[config.mk]
export PLATFORM = sky130hd
export DESIGN_NAME = midpoint_ellipse_rasterizer
export DESIGN_NICKNAME = d
export VERILOG_FILES = /design/src/sv/mer_pkg.sv /design/src/sv/mer_csr.sv /design/src/sv/mer_datapath.sv /design/src/sv/mer_ctrl.sv /design/src/sv/midpoint_ellipse_rasterizer.sv
export SDC_FILE = /design/constraint.sdc
export NUM_CORES = 2
export LEC_CHECK = 0
export BUFFER_PORTS_ARGS = -buffer_cell sky130_fd_sc_hd__buf_2
export CELL_PAD_IN_SITES_DETAIL_PLACEMENT = 0
export CELL_PAD_IN_SITES_GLOBAL_PLACEMENT = 1
export CORE_MARGIN = 5
export CORE_UTILIZATION = 54
export DETAILED_ROUTE_END_ITERATION = 16
export PLACE_DENSITY = 0.94
export SLEW_MARGIN = 40
export SYNTH_ARGS = -nofsm -noshare
export SYNTH_HDL_FRONTEND = slang
export SYNTH_SLANG_ARGS = --single-unit
export TNS_END_PERCENT = 30
[constraint.sdc]
create_clock -name clock -period 24.8 [get_ports clock]
set_clock_uncertainty 0.2 [all_clocks]
set_input_delay 4.96 -clock clock [delete_from_list [all_inputs] [get_ports clock]]
set_output_delay 4.96 -clock clock [all_outputs]
set_load 0.005 [all_outputs]
[src/sv/mer_pkg.sv]
// ----------------------------------------------------------------------------
// mer_pkg: shared constants and types of the midpoint ellipse rasterizer
// Field widths, operation codes, multiplier operand selects, register
// indexes and the controller/datapath command and status structs.
// ----------------------------------------------------------------------------
package mer_pkg;

   localparam int COORD_BITS    = 16;
   localparam int AXIS_BITS     = 11;
   localparam int LEN_BITS      = AXIS_BITS + 1;      // cur_x, cur_y
   localparam int SQ_BITS       = 2 * AXIS_BITS;      // a^2, b^2
   localparam int TERM_BITS     = 3 * AXIS_BITS + 3;  // 2b^2x, 2a^2y
   localparam int DEC_BITS      = 4 * AXIS_BITS - 4;  // decision variable
   localparam int MUL_BITS      = 2 * LEN_BITS + 1;   // widest operand (x^2+x)
   localparam int PROD_BITS     = 2 * MUL_BITS;
   localparam int COLOR_BITS    = 24;
   localparam int CSR_ADDR_BITS = 3;
   localparam int CSR_IDX_BITS  = CSR_ADDR_BITS - 2;
   localparam int CSR_DATA_BITS = 32;

   localparam logic [COLOR_BITS-1:0] COLOR_RESET = {COLOR_BITS{1'b1}};

   // operation codes carried in req_tuser
   localparam logic OP_START = 1'b0;
   localparam logic OP_STEP  = 1'b1;

   // register indexes
   localparam logic [CSR_IDX_BITS-1:0] CSR_PIXEL_COLOR = '0;

   // shared multiplier operand selects
   localparam logic [2:0] MUL_AA   = 3'd0;  // a * a
   localparam logic [2:0] MUL_BB   = 3'd1;  // b * b
   localparam logic [2:0] MUL_A2B  = 3'd2;  // a^2 * b
   localparam logic [2:0] MUL_XX   = 3'd3;  // x * x
   localparam logic [2:0] MUL_B2X  = 3'd4;  // b^2 * (x^2 + x)
   localparam logic [2:0] MUL_YY   = 3'd5;  // (y-1) * (y-1)
   localparam logic [2:0] MUL_A2Y  = 3'd6;  // a^2 * (y-1)^2
   localparam logic [2:0] MUL_A2B2 = 3'd7;  // a^2 * b^2

   typedef struct packed {
      logic       load_start;  // capture center and semi-axes
      logic [2:0] mul_sel;
      logic       cap_a2;      // a^2 <= product
      logic       cap_b2;      // b^2 <= product
      logic       init_r1;     // region one start value
      logic       acc_load;    // acc <= product + b^2/4
      logic       acc_add;     // acc <= acc + product
      logic       enter_r2;    // decision <= acc - product, region two
      logic       adv_move;    // step x/y and the 2b^2x, 2a^2y terms
      logic       adv_dec;     // update decision
      logic       emit;        // load output pixel
      logic [1:0] pix_idx;     // mirrored quadrant of the pixel
   } dp_cmd_type;

   typedef struct packed {
      logic lt;       // 2b^2x < 2a^2y
      logic done;     // final point of the curve
      logic region2;  // walking region two
   } dp_status_type;

endpackage

[src/sv/mer_csr.sv]
// ----------------------------------------------------------------------------
// mer_csr: configuration register file
// APB-style access to the pixel color register.
// ----------------------------------------------------------------------------
module mer_csr (
   input  logic                               clock,
   input  logic                               reset,
   input  logic                               csr_psel,
   input  logic                               csr_penable,
   input  logic                               csr_pwrite,
   input  logic [mer_pkg::CSR_ADDR_BITS-1:0]  csr_paddr,
   input  logic [mer_pkg::CSR_DATA_BITS-1:0]  csr_pwdata,
   output logic [mer_pkg::CSR_DATA_BITS-1:0]  csr_prdata,
   output logic                               csr_pready,
   output logic [mer_pkg::COLOR_BITS-1:0]     pixel_color
);

   logic [mer_pkg::COLOR_BITS-1:0]   color_ff, color_in;
   logic [mer_pkg::CSR_IDX_BITS-1:0] reg_idx;
   logic                             wr_en;

   assign reg_idx    = csr_paddr[mer_pkg::CSR_ADDR_BITS-1:2];
   assign csr_pready = 1'b1;
   assign wr_en      = csr_psel && csr_penable && csr_pwrite && csr_pready;

   always_comb begin
      color_in = color_ff;
      if (wr_en && reg_idx == mer_pkg::CSR_PIXEL_COLOR) begin
         color_in = csr_pwdata[mer_pkg::COLOR_BITS-1:0];
      end
   end

   always_comb begin
      csr_prdata = '0;
      if (reg_idx == mer_pkg::CSR_PIXEL_COLOR) begin
         csr_prdata = mer_pkg::CSR_DATA_BITS'(color_ff);
      end
   end

   always_ff @(posedge clock) begin
      if (reset) begin
         color_ff <= mer_pkg::COLOR_RESET;
      end else begin
         color_ff <= color_in;
      end
   end

   assign pixel_color = color_ff;

endmodule

[src/sv/mer_datapath.sv]
// ----------------------------------------------------------------------------
// mer_datapath: ellipse point state, shared multiplier and pixel output
// Holds the midpoint decision variable and its incremental terms, one
// registered multiplier shared by all setup products, and the output pixel.
// ----------------------------------------------------------------------------
module mer_datapath (
   input  logic                                 clock,
   input  logic                                 reset,
   input  mer_pkg::dp_cmd_type                  cmd,
   input  logic signed [mer_pkg::COORD_BITS-1:0] center_x,
   input  logic signed [mer_pkg::COORD_BITS-1:0] center_y,
   input  logic [mer_pkg::AXIS_BITS-1:0]        axis_a,
   input  logic [mer_pkg::AXIS_BITS-1:0]        axis_b,
   input  logic [mer_pkg::COLOR_BITS-1:0]       pixel_color,
   output mer_pkg::dp_status_type               status,
   output logic signed [mer_pkg::COORD_BITS-1:0] pixel_x,
   output logic signed [mer_pkg::COORD_BITS-1:0] pixel_y,
   output logic [mer_pkg::COLOR_BITS-1:0]       color_out
);

   localparam int CB = mer_pkg::COORD_BITS;
   localparam int LB = mer_pkg::LEN_BITS;
   localparam int SB = mer_pkg::SQ_BITS;
   localparam int TB = mer_pkg::TERM_BITS;
   localparam int DB = mer_pkg::DEC_BITS;
   localparam int MB = mer_pkg::MUL_BITS;
   localparam int PB = mer_pkg::PROD_BITS;

   logic [CB-1:0] center_col_ff, center_col_in, center_row_ff, center_row_in;
   logic [mer_pkg::AXIS_BITS-1:0] a_len_ff, a_len_in, b_len_ff, b_len_in;
   logic [LB-1:0] x_ff, x_in, y_ff, y_in;
   logic [SB-1:0] a2_ff, a2_in, b2_ff, b2_in;
   logic [TB-1:0] t2bx_ff, t2bx_in, t2ay_ff, t2ay_in;
   logic [DB-1:0] dec_ff, dec_in, acc_ff, acc_in;
   logic          region2_ff, region2_in, move_ff, move_in;
   logic [PB-1:0] prod_ff, prod_in;
   logic [CB-1:0] pix_x_ff, pix_x_in, pix_y_ff, pix_y_in;
   logic [mer_pkg::COLOR_BITS-1:0] color_ff, color_in;

   logic [MB-1:0] mul_l, mul_r;
   logic [LB-1:0] ym1;
   logic [TB-1:0] two_a2, two_b2;
   logic [DB-1:0] prod_dec, bx_term, ay_term, sq_term;
   logic          dec_neg, dec_zero;
   logic [CB-1:0] dx_pos, dx_neg, dy_pos, dy_neg;

   // |y-1|; squares the same as the wrapped value when y is zero
   assign ym1      = (y_ff == '0) ? LB'(1) : y_ff - LB'(1);
   assign two_a2   = TB'({a2_ff, 1'b0});
   assign two_b2   = TB'({b2_ff, 1'b0});
   assign prod_dec = prod_ff[DB-1:0];
   assign dec_neg  = dec_ff[DB-1];
   assign dec_zero = (dec_ff == '0);

   always_comb begin
      mul_l = '0;
      mul_r = '0;
      unique case (cmd.mul_sel)
         mer_pkg::MUL_AA: begin
            mul_l = MB'(a_len_ff);
            mul_r = MB'(a_len_ff);
         end
         mer_pkg::MUL_BB: begin
            mul_l = MB'(b_len_ff);
            mul_r = MB'(b_len_ff);
         end
         mer_pkg::MUL_A2B: begin
            mul_l = MB'(a2_ff);
            mul_r = MB'(b_len_ff);
         end
         mer_pkg::MUL_XX: begin
            mul_l = MB'(x_ff);
            mul_r = MB'(x_ff);
         end
         mer_pkg::MUL_B2X: begin
            mul_l = MB'(b2_ff);
            mul_r = prod_ff[MB-1:0] + MB'(x_ff);
         end
         mer_pkg::MUL_YY: begin
            mul_l = MB'(ym1);
            mul_r = MB'(ym1);
         end
         mer_pkg::MUL_A2Y: begin
            mul_l = MB'(a2_ff);
            mul_r = prod_ff[MB-1:0];
         end
         mer_pkg::MUL_A2B2: begin
            mul_l = MB'(a2_ff);
            mul_r = MB'(b2_ff);
         end
         default: begin
            mul_l = '0;
            mul_r = '0;
         end
      endcase
   end

   assign prod_in = PB'(mul_l) * PB'(mul_r);

   // terms of the decision update; region one subtracts 2a^2y only on a y step,
   // region two adds 2b^2x only on an x step
   always_comb begin
      if (region2_ff) begin
         bx_term = move_ff ? DB'(t2bx_ff) : '0;
         ay_term = DB'(t2ay_ff);
         sq_term = DB'(a2_ff);
      end else begin
         bx_term = DB'(t2bx_ff);
         ay_term = move_ff ? DB'(t2ay_ff) : '0;
         sq_term = DB'(b2_ff);
      end
   end

   assign dx_pos = CB'(x_ff);
   assign dx_neg = -dx_pos;
   assign dy_pos = CB'(y_ff);
   assign dy_neg = -dy_pos;

   always_comb begin
      center_col_in = center_col_ff;
      center_row_in = center_row_ff;
      a_len_in      = a_len_ff;
      b_len_in      = b_len_ff;
      x_in          = x_ff;
      y_in          = y_ff;
      a2_in         = a2_ff;
      b2_in         = b2_ff;
      t2bx_in       = t2bx_ff;
      t2ay_in       = t2ay_ff;
      dec_in        = dec_ff;
      acc_in        = acc_ff;
      region2_in    = region2_ff;
      move_in       = move_ff;
      pix_x_in      = pix_x_ff;
      pix_y_in      = pix_y_ff;
      color_in      = color_ff;

      if (cmd.load_start) begin
         center_col_in = center_x;
         center_row_in = center_y;
         a_len_in      = axis_a;
         b_len_in      = axis_b;
         x_in          = '0;
         y_in          = LB'(axis_b);
         t2bx_in       = '0;
         region2_in    = 1'b0;
      end
      if (cmd.cap_a2) begin
         a2_in = prod_ff[SB-1:0];
      end
      if (cmd.cap_b2) begin
         b2_in = prod_ff[SB-1:0];
      end
      if (cmd.init_r1) begin
         t2ay_in = {prod_ff[TB-2:0], 1'b0};
         dec_in  = DB'(b2_ff) - prod_dec + DB'(a2_ff >> 2);
      end
      if (cmd.acc_load) begin
         acc_in = prod_dec + DB'(b2_ff >> 2);
      end
      if (cmd.acc_add) begin
         acc_in = acc_ff + prod_dec;
      end
      if (cmd.enter_r2) begin
         dec_in     = acc_ff - prod_dec;
         region2_in = 1'b1;
      end
      if (cmd.adv_move) begin
         if (region2_ff) begin
            move_in = dec_neg || dec_zero;
            y_in    = y_ff - LB'(1);
            t2ay_in = t2ay_ff - two_a2;
            if (dec_neg || dec_zero) begin
               x_in    = x_ff + LB'(1);
               t2bx_in = t2bx_ff + two_b2;
            end
         end else begin
            move_in = !dec_neg;
            x_in    = x_ff + LB'(1);
            t2bx_in = t2bx_ff + two_b2;
            if (!dec_neg) begin
               y_in    = y_ff - LB'(1);
               t2ay_in = t2ay_ff - two_a2;
            end
         end
      end
      if (cmd.adv_dec) begin
         dec_in = dec_ff + bx_term - ay_term + sq_term;
      end
      if (cmd.emit) begin
         color_in = pixel_color;
         unique case (cmd.pix_idx)
            2'd0: begin
               pix_x_in = center_col_ff + dx_pos;
               pix_y_in = center_row_ff + dy_pos;
            end
            2'd1: begin
               pix_x_in = center_col_ff + dx_pos;
               pix_y_in = center_row_ff + dy_neg;
            end
            2'd2: begin
               pix_x_in = center_col_ff + dx_neg;
               pix_y_in = center_row_ff + dy_neg;
            end
            default: begin
               pix_x_in = center_col_ff + dx_neg;
               pix_y_in = center_row_ff + dy_pos;
            end
         endcase
      end
   end

   always_ff @(posedge clock) begin
      if (reset) begin
         region2_ff <= 1'b0;
         move_ff    <= 1'b0;
      end else begin
         region2_ff <= region2_in;
         move_ff    <= move_in;
      end
   end

   always_ff @(posedge clock) begin
      center_col_ff <= center_col_in;
      center_row_ff <= center_row_in;
      a_len_ff      <= a_len_in;
      b_len_ff      <= b_len_in;
      x_ff          <= x_in;
      y_ff          <= y_in;
      a2_ff         <= a2_in;
      b2_ff         <= b2_in;
      t2bx_ff       <= t2bx_in;
      t2ay_ff       <= t2ay_in;
      dec_ff        <= dec_in;
      acc_ff        <= acc_in;
      prod_ff       <= prod_in;
      pix_x_ff      <= pix_x_in;
      pix_y_ff      <= pix_y_in;
      color_ff      <= color_in;
   end

   assign status.lt      = (t2bx_ff < t2ay_ff);
   assign status.done    = region2_ff && (y_ff == '0);
   assign status.region2 = region2_ff;

   assign pixel_x   = pix_x_ff;
   assign pixel_y   = pix_y_ff;
   assign color_out = color_ff;

endmodule

[src/sv/mer_ctrl.sv]
// ----------------------------------------------------------------------------
// mer_ctrl: rasterizer sequencer
// Accepts transactions, sequences setup products, emits the four mirrored
// pixels of a point and runs the advance (ADV1, ADV2).
// ----------------------------------------------------------------------------
module mer_ctrl (
   input  logic                   clock,
   input  logic                   reset,
   input  logic                   req_tvalid,
   input  logic                   req_tuser,
   output logic                   req_tready,
   output logic                   rsp_tvalid,
   input  logic                   rsp_tready,
   output logic                   rsp_tlast,
   output logic                   rsp_tuser,
   input  mer_pkg::dp_status_type status,
   output mer_pkg::dp_cmd_type    cmd
);

   localparam logic [3:0] S_IDLE = 4'd0;
   localparam logic [3:0] S_M1   = 4'd1;   // a*a
   localparam logic [3:0] S_M2   = 4'd2;   // b*b, keep a^2
   localparam logic [3:0] S_M3   = 4'd3;   // a^2*b, keep b^2
   localparam logic [3:0] S_M4   = 4'd4;   // region one start value
   localparam logic [3:0] S_CHK  = 4'd5;   // region test after start
   localparam logic [3:0] S_E1   = 4'd6;   // x*x
   localparam logic [3:0] S_E2   = 4'd7;   // b^2*(x^2+x)
   localparam logic [3:0] S_E3   = 4'd8;   // acc load, (y-1)^2
   localparam logic [3:0] S_E4   = 4'd9;   // a^2*(y-1)^2
   localparam logic [3:0] S_E5   = 4'd10;  // acc add, a^2*b^2
   localparam logic [3:0] S_E6   = 4'd11;  // region two start value
   localparam logic [3:0] S_EMIT = 4'd12;
   localparam logic [3:0] S_ADV1 = 4'd13;
   localparam logic [3:0] S_ADV2 = 4'd14;

   logic [3:0] state_ff, state_in;
   logic [1:0] pix_ff, pix_in;
   logic       active_ff, active_in;
   logic       valid_ff, valid_in;
   logic       last_ff, last_in;
   logic       done_ff, done_in;
   logic       req_fire, out_free;

   assign req_tready = (state_ff == S_IDLE);
   assign req_fire   = req_tvalid && req_tready;
   assign out_free   = !valid_ff || rsp_tready;

   always_comb begin
      state_in  = state_ff;
      pix_in    = pix_ff;
      active_in = active_ff;
      valid_in  = rsp_tready ? 1'b0 : valid_ff;
      last_in   = last_ff;
      done_in   = done_ff;
      cmd       = '0;
      cmd.mul_sel = mer_pkg::MUL_AA;
      cmd.pix_idx = pix_ff;

      unique case (state_ff)
         S_IDLE: begin
            if (req_fire) begin
               if (req_tuser == mer_pkg::OP_START) begin
                  cmd.load_start = 1'b1;
                  active_in      = 1'b1;
                  state_in       = S_M1;
               end else if (active_ff) begin
                  pix_in   = 2'd0;
                  state_in = S_EMIT;
               end
            end
         end
         S_M1: begin
            cmd.mul_sel = mer_pkg::MUL_AA;
            state_in    = S_M2;
         end
         S_M2: begin
            cmd.mul_sel = mer_pkg::MUL_BB;
            cmd.cap_a2  = 1'b1;
            state_in    = S_M3;
         end
         S_M3: begin
            cmd.mul_sel = mer_pkg::MUL_A2B;
            cmd.cap_b2  = 1'b1;
            state_in    = S_M4;
         end
         S_M4: begin
            cmd.init_r1 = 1'b1;
            state_in    = S_CHK;
         end
         S_CHK: begin
            state_in = status.lt ? S_IDLE : S_E1;
         end
         S_E1: begin
            cmd.mul_sel = mer_pkg::MUL_XX;
            state_in    = S_E2;
         end
         S_E2: begin
            cmd.mul_sel = mer_pkg::MUL_B2X;
            state_in    = S_E3;
         end
         S_E3: begin
            cmd.acc_load = 1'b1;
            cmd.mul_sel  = mer_pkg::MUL_YY;
            state_in     = S_E4;
         end
         S_E4: begin
            cmd.mul_sel = mer_pkg::MUL_A2Y;
            state_in    = S_E5;
         end
         S_E5: begin
            cmd.acc_add = 1'b1;
            cmd.mul_sel = mer_pkg::MUL_A2B2;
            state_in    = S_E6;
         end
         S_E6: begin
            cmd.enter_r2 = 1'b1;
            state_in     = S_IDLE;
         end
         S_EMIT: begin
            if (out_free) begin
               cmd.emit = 1'b1;
               valid_in = 1'b1;
               last_in  = (pix_ff == 2'd3);
               done_in  = (pix_ff == 2'd3) && status.done;
               pix_in   = pix_ff + 2'd1;
               if (pix_ff == 2'd3) begin
                  if (status.done) begin
                     active_in = 1'b0;
                     state_in  = S_IDLE;
                  end else begin
                     state_in = S_ADV1;
                  end
               end
            end
         end
         S_ADV1: begin
            cmd.adv_move = 1'b1;
            state_in     = S_ADV2;
         end
         S_ADV2: begin
            cmd.adv_dec = 1'b1;
            // terms were moved in ADV1; region one hands over to region two
            // once 2b^2x has caught up with 2a^2y
            state_in = S_IDLE;
            if (!status.region2 && !status.lt) begin
               state_in = S_E1;
            end
         end
         default: begin
            state_in = S_IDLE;
         end
      endcase
   end

   always_ff @(posedge clock) begin
      if (reset) begin
         state_ff  <= S_IDLE;
         pix_ff    <= 2'd0;
         active_ff <= 1'b0;
         valid_ff  <= 1'b0;
      end else begin
         state_ff  <= state_in;
         pix_ff    <= pix_in;
         active_ff <= active_in;
         valid_ff  <= valid_in;
      end
   end

   always_ff @(posedge clock) begin
      last_ff <= last_in;
      done_ff <= done_in;
   end

   assign rsp_tvalid = valid_ff;
   assign rsp_tlast  = last_ff;
   assign rsp_tuser  = done_ff;

endmodule

[src/sv/midpoint_ellipse_rasterizer.sv]
// ----------------------------------------------------------------------------
// midpoint_ellipse_rasterizer: axis-aligned two-region midpoint ellipse
// A start transaction loads center and semi-axes; each step transaction
// produces the four quadrant-mirrored pixels of the current point.
// ----------------------------------------------------------------------------
//
//  channel   dir  handshake              payload
//  req_*     in   req_tvalid/req_tready  tdata: center_x, center_y, axis_a,
//                                        axis_b; tuser: operation
//  rsp_*     out  rsp_tvalid/rsp_tready  tdata: pixel_x, pixel_y, color_out;
//                                        tlast: last_of_point; tuser: curve_done
//  csr_*     in   APB, pready always 1   reg 0 (addr 0): pixel_color
//
//  Start: accept, the setup products on the shared multiplier (M1 to M4)
//  and the region test (CHK), plus region two setup (E1 to E6) when a or
//  b is zero. Step: accept, the four pixels (EMIT) and the advance (ADV1,
//  ADV2); the final point skips the advance, and region two setup follows
//  on the point where region two is entered. One transaction is worked on
//  at a time; rsp backpressure stalls only the pixel cycles. Synchronous
//  active-high reset, color resets to white.
// ----------------------------------------------------------------------------
module midpoint_ellipse_rasterizer (
   input  logic                               clock,
   input  logic                               reset,
   input  logic                               req_tvalid,
   output logic                               req_tready,
   // [15:0] center_x, [31:16] center_y, [42:32] axis_a, [53:43] axis_b
   input  logic [55:0]                        req_tdata,
   // [0] operation
   input  logic                               req_tuser,
   output logic                               rsp_tvalid,
   input  logic                               rsp_tready,
   // [15:0] pixel_x, [31:16] pixel_y, [55:32] color_out
   output logic [55:0]                        rsp_tdata,
   output logic                               rsp_tlast,
   // [0] curve_done
   output logic                               rsp_tuser,
   input  logic                               csr_psel,
   input  logic                               csr_penable,
   input  logic                               csr_pwrite,
   input  logic [mer_pkg::CSR_ADDR_BITS-1:0]  csr_paddr,
   input  logic [mer_pkg::CSR_DATA_BITS-1:0]  csr_pwdata,
   output logic [mer_pkg::CSR_DATA_BITS-1:0]  csr_prdata,
   output logic                               csr_pready
);

   localparam int CB = mer_pkg::COORD_BITS;
   localparam int AB = mer_pkg::AXIS_BITS;

   mer_pkg::dp_cmd_type            cmd;
   mer_pkg::dp_status_type         status;
   logic [mer_pkg::COLOR_BITS-1:0] pixel_color;
   logic signed [CB-1:0]           pixel_x, pixel_y;
   logic [mer_pkg::COLOR_BITS-1:0] color_out;

   mer_csr u_csr (
      .clock       (clock),
      .reset       (reset),
      .csr_psel    (csr_psel),
      .csr_penable (csr_penable),
      .csr_pwrite  (csr_pwrite),
      .csr_paddr   (csr_paddr),
      .csr_pwdata  (csr_pwdata),
      .csr_prdata  (csr_prdata),
      .csr_pready  (csr_pready),
      .pixel_color (pixel_color)
   );

   mer_ctrl u_ctrl (
      .clock      (clock),
      .reset      (reset),
      .req_tvalid (req_tvalid),
      .req_tuser  (req_tuser),
      .req_tready (req_tready),
      .rsp_tvalid (rsp_tvalid),
      .rsp_tready (rsp_tready),
      .rsp_tlast  (rsp_tlast),
      .rsp_tuser  (rsp_tuser),
      .status     (status),
      .cmd        (cmd)
   );

   // field slices of the request word
   mer_datapath u_datapath (
      .clock       (clock),
      .reset       (reset),
      .cmd         (cmd),
      .center_x    (req_tdata[CB-1:0]),
      .center_y    (req_tdata[2*CB-1:CB]),
      .axis_a      (req_tdata[2*CB+AB-1:2*CB]),
      .axis_b      (req_tdata[2*CB+2*AB-1:2*CB+AB]),
      .pixel_color (pixel_color),
      .status      (status),
      .pixel_x     (pixel_x),
      .pixel_y     (pixel_y),
      .color_out   (color_out)
   );

   assign rsp_tdata = {color_out, pixel_y, pixel_x};

endmodule

# Word-level counts from Yosys, hierarchy flattened
# Index checks and enable logic that the tools add are counted.
# classes
n_addsub	20
mul	1
magnitude_cmp	1
eq_ne	32
mux	72
bitwise_logic	1
reduce_logical	30
# op_table
cell	count
36-bit two-way mux	10
40-bit two-way mux	7
25-bit one-hot mux with 7 select lines	1
25-bit one-hot mux with 6 select lines	1
12-bit two-way mux	9
40-bit by 20-bit adder with 40-bit output	2
40-bit adder	2
40-bit subtractor	2
4-bit one-hot mux with 14 select lines	1
40-bit by 22-bit adder with 40-bit output	1
40-bit logical NOT	1
25-bit by 25-bit multiplier with 40-bit output	1
22-bit by 40-bit subtractor with 40-bit output	1
36-bit by 23-bit adder with 36-bit output	1
36-bit < comparator	1
36-bit by 23-bit subtractor with 36-bit output	1
16-bit by 12-bit adder with 16-bit output	2
16-bit adder	2
16-bit two-way mux	2
12-bit negation with 16-bit output	2
4-bit equality test, second input constant	7
25-bit by 12-bit adder with 25-bit output	1
1-bit two-way mux	24
24-bit two-way mux	1
37 further kinds	74
# totals
reg_bits	406
output_inout_bits	93
wordCells	182

# Depth between registers and ports, before layout
# logic_depth
word_depth	8
ltp_mapped	39

# By module
# From an unflattened synthesis, not the netlist that was laid out.
# unflattened
cells_unflattened	5606
hier_area_um2	48891.9
# modules_own_cells
module	instances	cells_each	area_per_inst_um2	seq_area_each_um2
mer_datapath	1	5371	46923.8	9809.4
mer_csr	1	142	1224.9	480.5
mer_ctrl	1	93	743.2	220.2

# Least setup slack after synthesis
# Ideal clock, no wire load.
# synth_timing
path_type	input-to-output
from	input csr_paddr[2] (netlist name)
to	output csr_prdata[10] (netlist name)
arrival_time_ns	5.298
required_time_ns	19.640
path_slack_ns	14.342
cell_stages	2
n_path_buf	1
cell_sequence	clkbuf_1 nor2b_1
# synth_via
elab_chain_cells	1
# synth_lines
element	line	text
from (decl)	midpoint_ellipse_rasterizer.sv:41	input logic [mer_pkg::CSR_ADDR_BITS-1:0] csr_paddr,
24-bit two-way mux	mer_csr.sv:35	if (reg_idx == mer_pkg::CSR_PIXEL_COLOR) begin
to (decl)	midpoint_ellipse_rasterizer.sv:43	output logic [mer_pkg::CSR_DATA_BITS-1:0] csr_prdata,
# Every way passes these cells.

# Final worst setup path
# layout_timing
from	register u_datapath.y_ff[0]
to	register u_datapath.prod_ff[39]
# layout_via
elab_chain_cells	4
elab_cells_between_ends	6
classes_between	1 x add/sub; 1 x mul; 3 x mux; 1 x reduce/logical
# layout_lines
element	line	text
from (decl)	mer_datapath.sv:31	logic [LB-1:0] x_ff, x_in, y_ff, y_in;
from (signal assigned)	mer_datapath.sv:229	y_ff <= y_in;
12-bit by 1-bit subtractor with 12-bit output / 12-bit logical NOT (equally long branches)	mer_datapath.sv:48	assign ym1 = (y_ff == '0) ? LB'(1) : y_ff - LB'(1);
12-bit two-way mux (*)	mer_datapath.sv:48	
25-bit one-hot mux with 7 select lines / 25-bit one-hot mux with 6 select lines (equally long branches)	mer_datapath.sv:58	unique case (cmd.mul_sel)
25-bit by 25-bit multiplier with 40-bit output (*)	mer_datapath.sv:98	assign prod_in = PB'(mul_l) * PB'(mul_r);
via u_datapath.prod_in[39]	mer_datapath.sv:36	logic [PB-1:0] prod_ff, prod_in;
to (signal assigned)	mer_datapath.sv:236	prod_ff <= prod_in;
to (decl)	mer_datapath.sv:36	
# The timed path passes the listed nets; every way through them passes the cells marked *. The select of a mux whose other input is x is not followed.
# A chain may end at the register's enable or synchronous reset.

==> results.tsv <==
stage	metric	value	unit
drt	DRC	0	
clock_tree	post-cts sizing count	0	
clock_tree	CTS max path bufs	3	
finish	register area	10500	um^2
sta	final clock period utilization by the worst path	47.1	%
global_routing	initial antenna violation count	2	
clock_tree	latest clock arrival within the worst-skew pair	0.61	ns
setup_path	most frequent CP cell	fa_1	
synthesis	top-count cell post-synth	inv_1	
setup_path	crit-path leading delay family	adder cells	
sta	Final setup viols	0	
global_routing	vias in the first global route	39623	
global_routing	first-pass GRT wire length	228000	um
setup_path	Max stage delay cell, worst path	o41ai_1	
floorplan	Chip Height	308	um
setup_path	critical path type	flop to flop	
synthesis	synth warn	0	
sta	RSZ-0062 raised after global routing	false	
clock_tree	H-tree depth	2	
synthesis	post-synth cell types	94	
sta	Fmax achieved	85.7	MHz
clock_tree	clk root buf	clkbuf_16	
placed_design	placer congestion estimate	1.02	
floorplan	site row count	109	
finish	final net count	6641	
setup_path	Crit. End Element	flop	
drt	DRT iter0 DRCs	4386	
clock_tree	clock slew at reported path FFs	0.06	ns
job	# Max-Cap Violations	0	
synthesis	Synth Register Bits	406	
synthesis	syn_area_per_cell	8.75	um^2
sta	Slew @ Worst Pin	0.931	ns
placed_design	Port Buffer Count	170	
floorplan	Initial Util	54.3	%
drt	DRT Wirelength	148000	um
setup_path	WP buf/inv	5	
synthesis	Syn Inst Count	5477	
setup_path	WP data arrival	11.97	ns
status	status	finished clean	
synthesis	Top FF cell, synth	edfxtp_1	
synthesis	number of synthesized flops with an enable pin	238	
setup_path	Worst Path Required	25.10	ns
sta	worst rel slew slack	37.8	%
finish	multi-input logic area	33700	um^2
placed_design	HPWL after DPL	117000	um
sta	final hold vios	0	
drt	drt wl/cell	21.9	um
setup_path	CP peak stage delay	0.76	ns
clock_tree	Inserted Clock Buffers	45	
drt	Vias/cell	5.98	
synthesis	Syn Std Cell Area	47900	um^2
min_path	HP Class	flop to flop	
synthesis	commonest cells in the netlist	813 x inv_1, 689 x nand2_1, 523 x fa_1	
synthesis	post-synth top area share	21.8	%
sta	crit path time final	11.67	ns
floorplan	Total Die Area	94800	um^2
floorplan	IO Count	192	
global_routing	largest net degree at the start of global routing	78	
drt	ANT nets after route	0	
floorplan	Die W	308	um
floorplan	core area	88200	um^2
synthesis	Post-synth ARST share	0	%
finish	area growth from synthesis to layout	8.12	%
synthesis	dominant cells by area after synthesis	fa_1 22%, edfxtp_1 15%, ha_1 11%	
global_routing	Tot GR Track Use	30.6	%
clock_tree	post-CTS setup buffers	0	
synthesis	sequential share of the synthesized area	21.9	%
global_routing	total grt overflow	0	
synthesis	post-synthesis cell type with the largest combined area	fa_1	
clock_tree	hold_buf cts	0	
sta	setup tns final	0	ns
drt	Via Count	40591	
clock_tree	CTS tree	done	
sta	Worst Hold Margin	0.244	ns
clock_tree	Clock Sinks	406	
setup_path	crit start category	flop	
drt	first-pass iteration count of the detailed router	7	
setup_path	Max FO, Critical Path	8	
finish	share of cells above drive strength 1	7.36	%
sta	final number of max-transition violations	0	
finish	# fillers	7725	
[cell usage in the layout, fill, tap and decap left out, drive strengths merged, types with 73 or more instances in the layout]
master,synthesis,final
a21o,122,122
a21oi,260,260
and2,112,112
buf,39,252
dfxtp,168,168
edfxtp,238,238
fa,523,523
ha,432,432
inv,814,818
nand2,691,691
nand3,92,92
nor2,375,375
nor3,74,74
o21a,73,73
o21ai,311,311
xnor2,174,174
xor2,88,88
[area by class of cell]
type,instances,share of cell area (%)
well taps,1165,2.81
clock inverters,19,0.328
diodes,1,0.00483
multi-input cells,4067,65.1
repair buffers,253,2.85
inverters,814,5.90
clock buffers,65,2.74
flip-flops and latches,406,20.3
[sequential cells by signal (all words and copies together) (netlist names), 4 cells and up]
name	count
u_datapath.acc_ff	40
u_datapath.dec_ff	40
u_datapath.prod_ff	40
u_datapath.t2ay_ff	36
u_datapath.t2bx_ff	36
u_csr.pixel_color	24
u_datapath.color_out	24
u_datapath.a2_ff	22
u_datapath.b2_ff	22
u_datapath.center_col_ff	16
u_datapath.center_row_ff	16
u_datapath.pixel_x	16
u_datapath.pixel_y	16
u_datapath.x_ff	12
u_datapath.y_ff	12
u_datapath.a_len_ff	11
u_datapath.b_len_ff	11
u_ctrl.state_ff	4
[per-stage QoR]
stage	instances	worst slack (ns)	utilization [%]	area (um^2)
after floorplan	5484	14.34	-	48000
after global placement	6698	13.42	56.8	50100
after detailed placement	6703	13.32	56.9	50200
after CTS	6787	13.24	58.7	51800
after global routing	6789	12.75	58.7	51800
final	6790	13.13	58.7	51800
[cells by family after synthesis]
family | synth area share (%)
other | 0.0157
muxes | 0.324
xor gates and xnor gates | 4.93
DFF | 21.9
and+or+nand+nor | 16.3
buffers and inverters | 8.03
AOI/OAI and AO/OA | 15.3
adders and majority gates | 33.1
[path summary, 6_finish.rpt]
| path | start | endpoint | slack [ns] | cells past startpoint |
|---|---|---|---|---|
| max reg2reg | u_datapath.y_ff[0]$_DFF_P_ | u_datapath.prod_ff[39]$_DFF_P_ | 13.13 | 35 |
| max | u_datapath.y_ff[0]$_DFF_P_ | u_datapath.prod_ff[39]$_DFF_P_ | 13.13 | 35 |
| min reg2reg | u_csr.pixel_color[14]$_SDFFE_PP1P_ | u_datapath.color_out[14]$_DFFE_PP_ | 0.24 | 0 |
| min | u_csr.pixel_color[14]$_SDFFE_PP1P_ | u_datapath.color_out[14]$_DFFE_PP_ | 0.24 | 0 |
[metal layers]
layer	up-vias	track usage, %	wire, um
li1	18564	-	-
met1	19677	41.6	60500
met2	1983	47.9	65600
met3	367	6.23	14600
met4	0	13.2	7640
met5	-	0	0
Power is left out: the tool's default activity adds up to more than one toggle a clock period on the data nets, which glitch-free logic cannot reach.
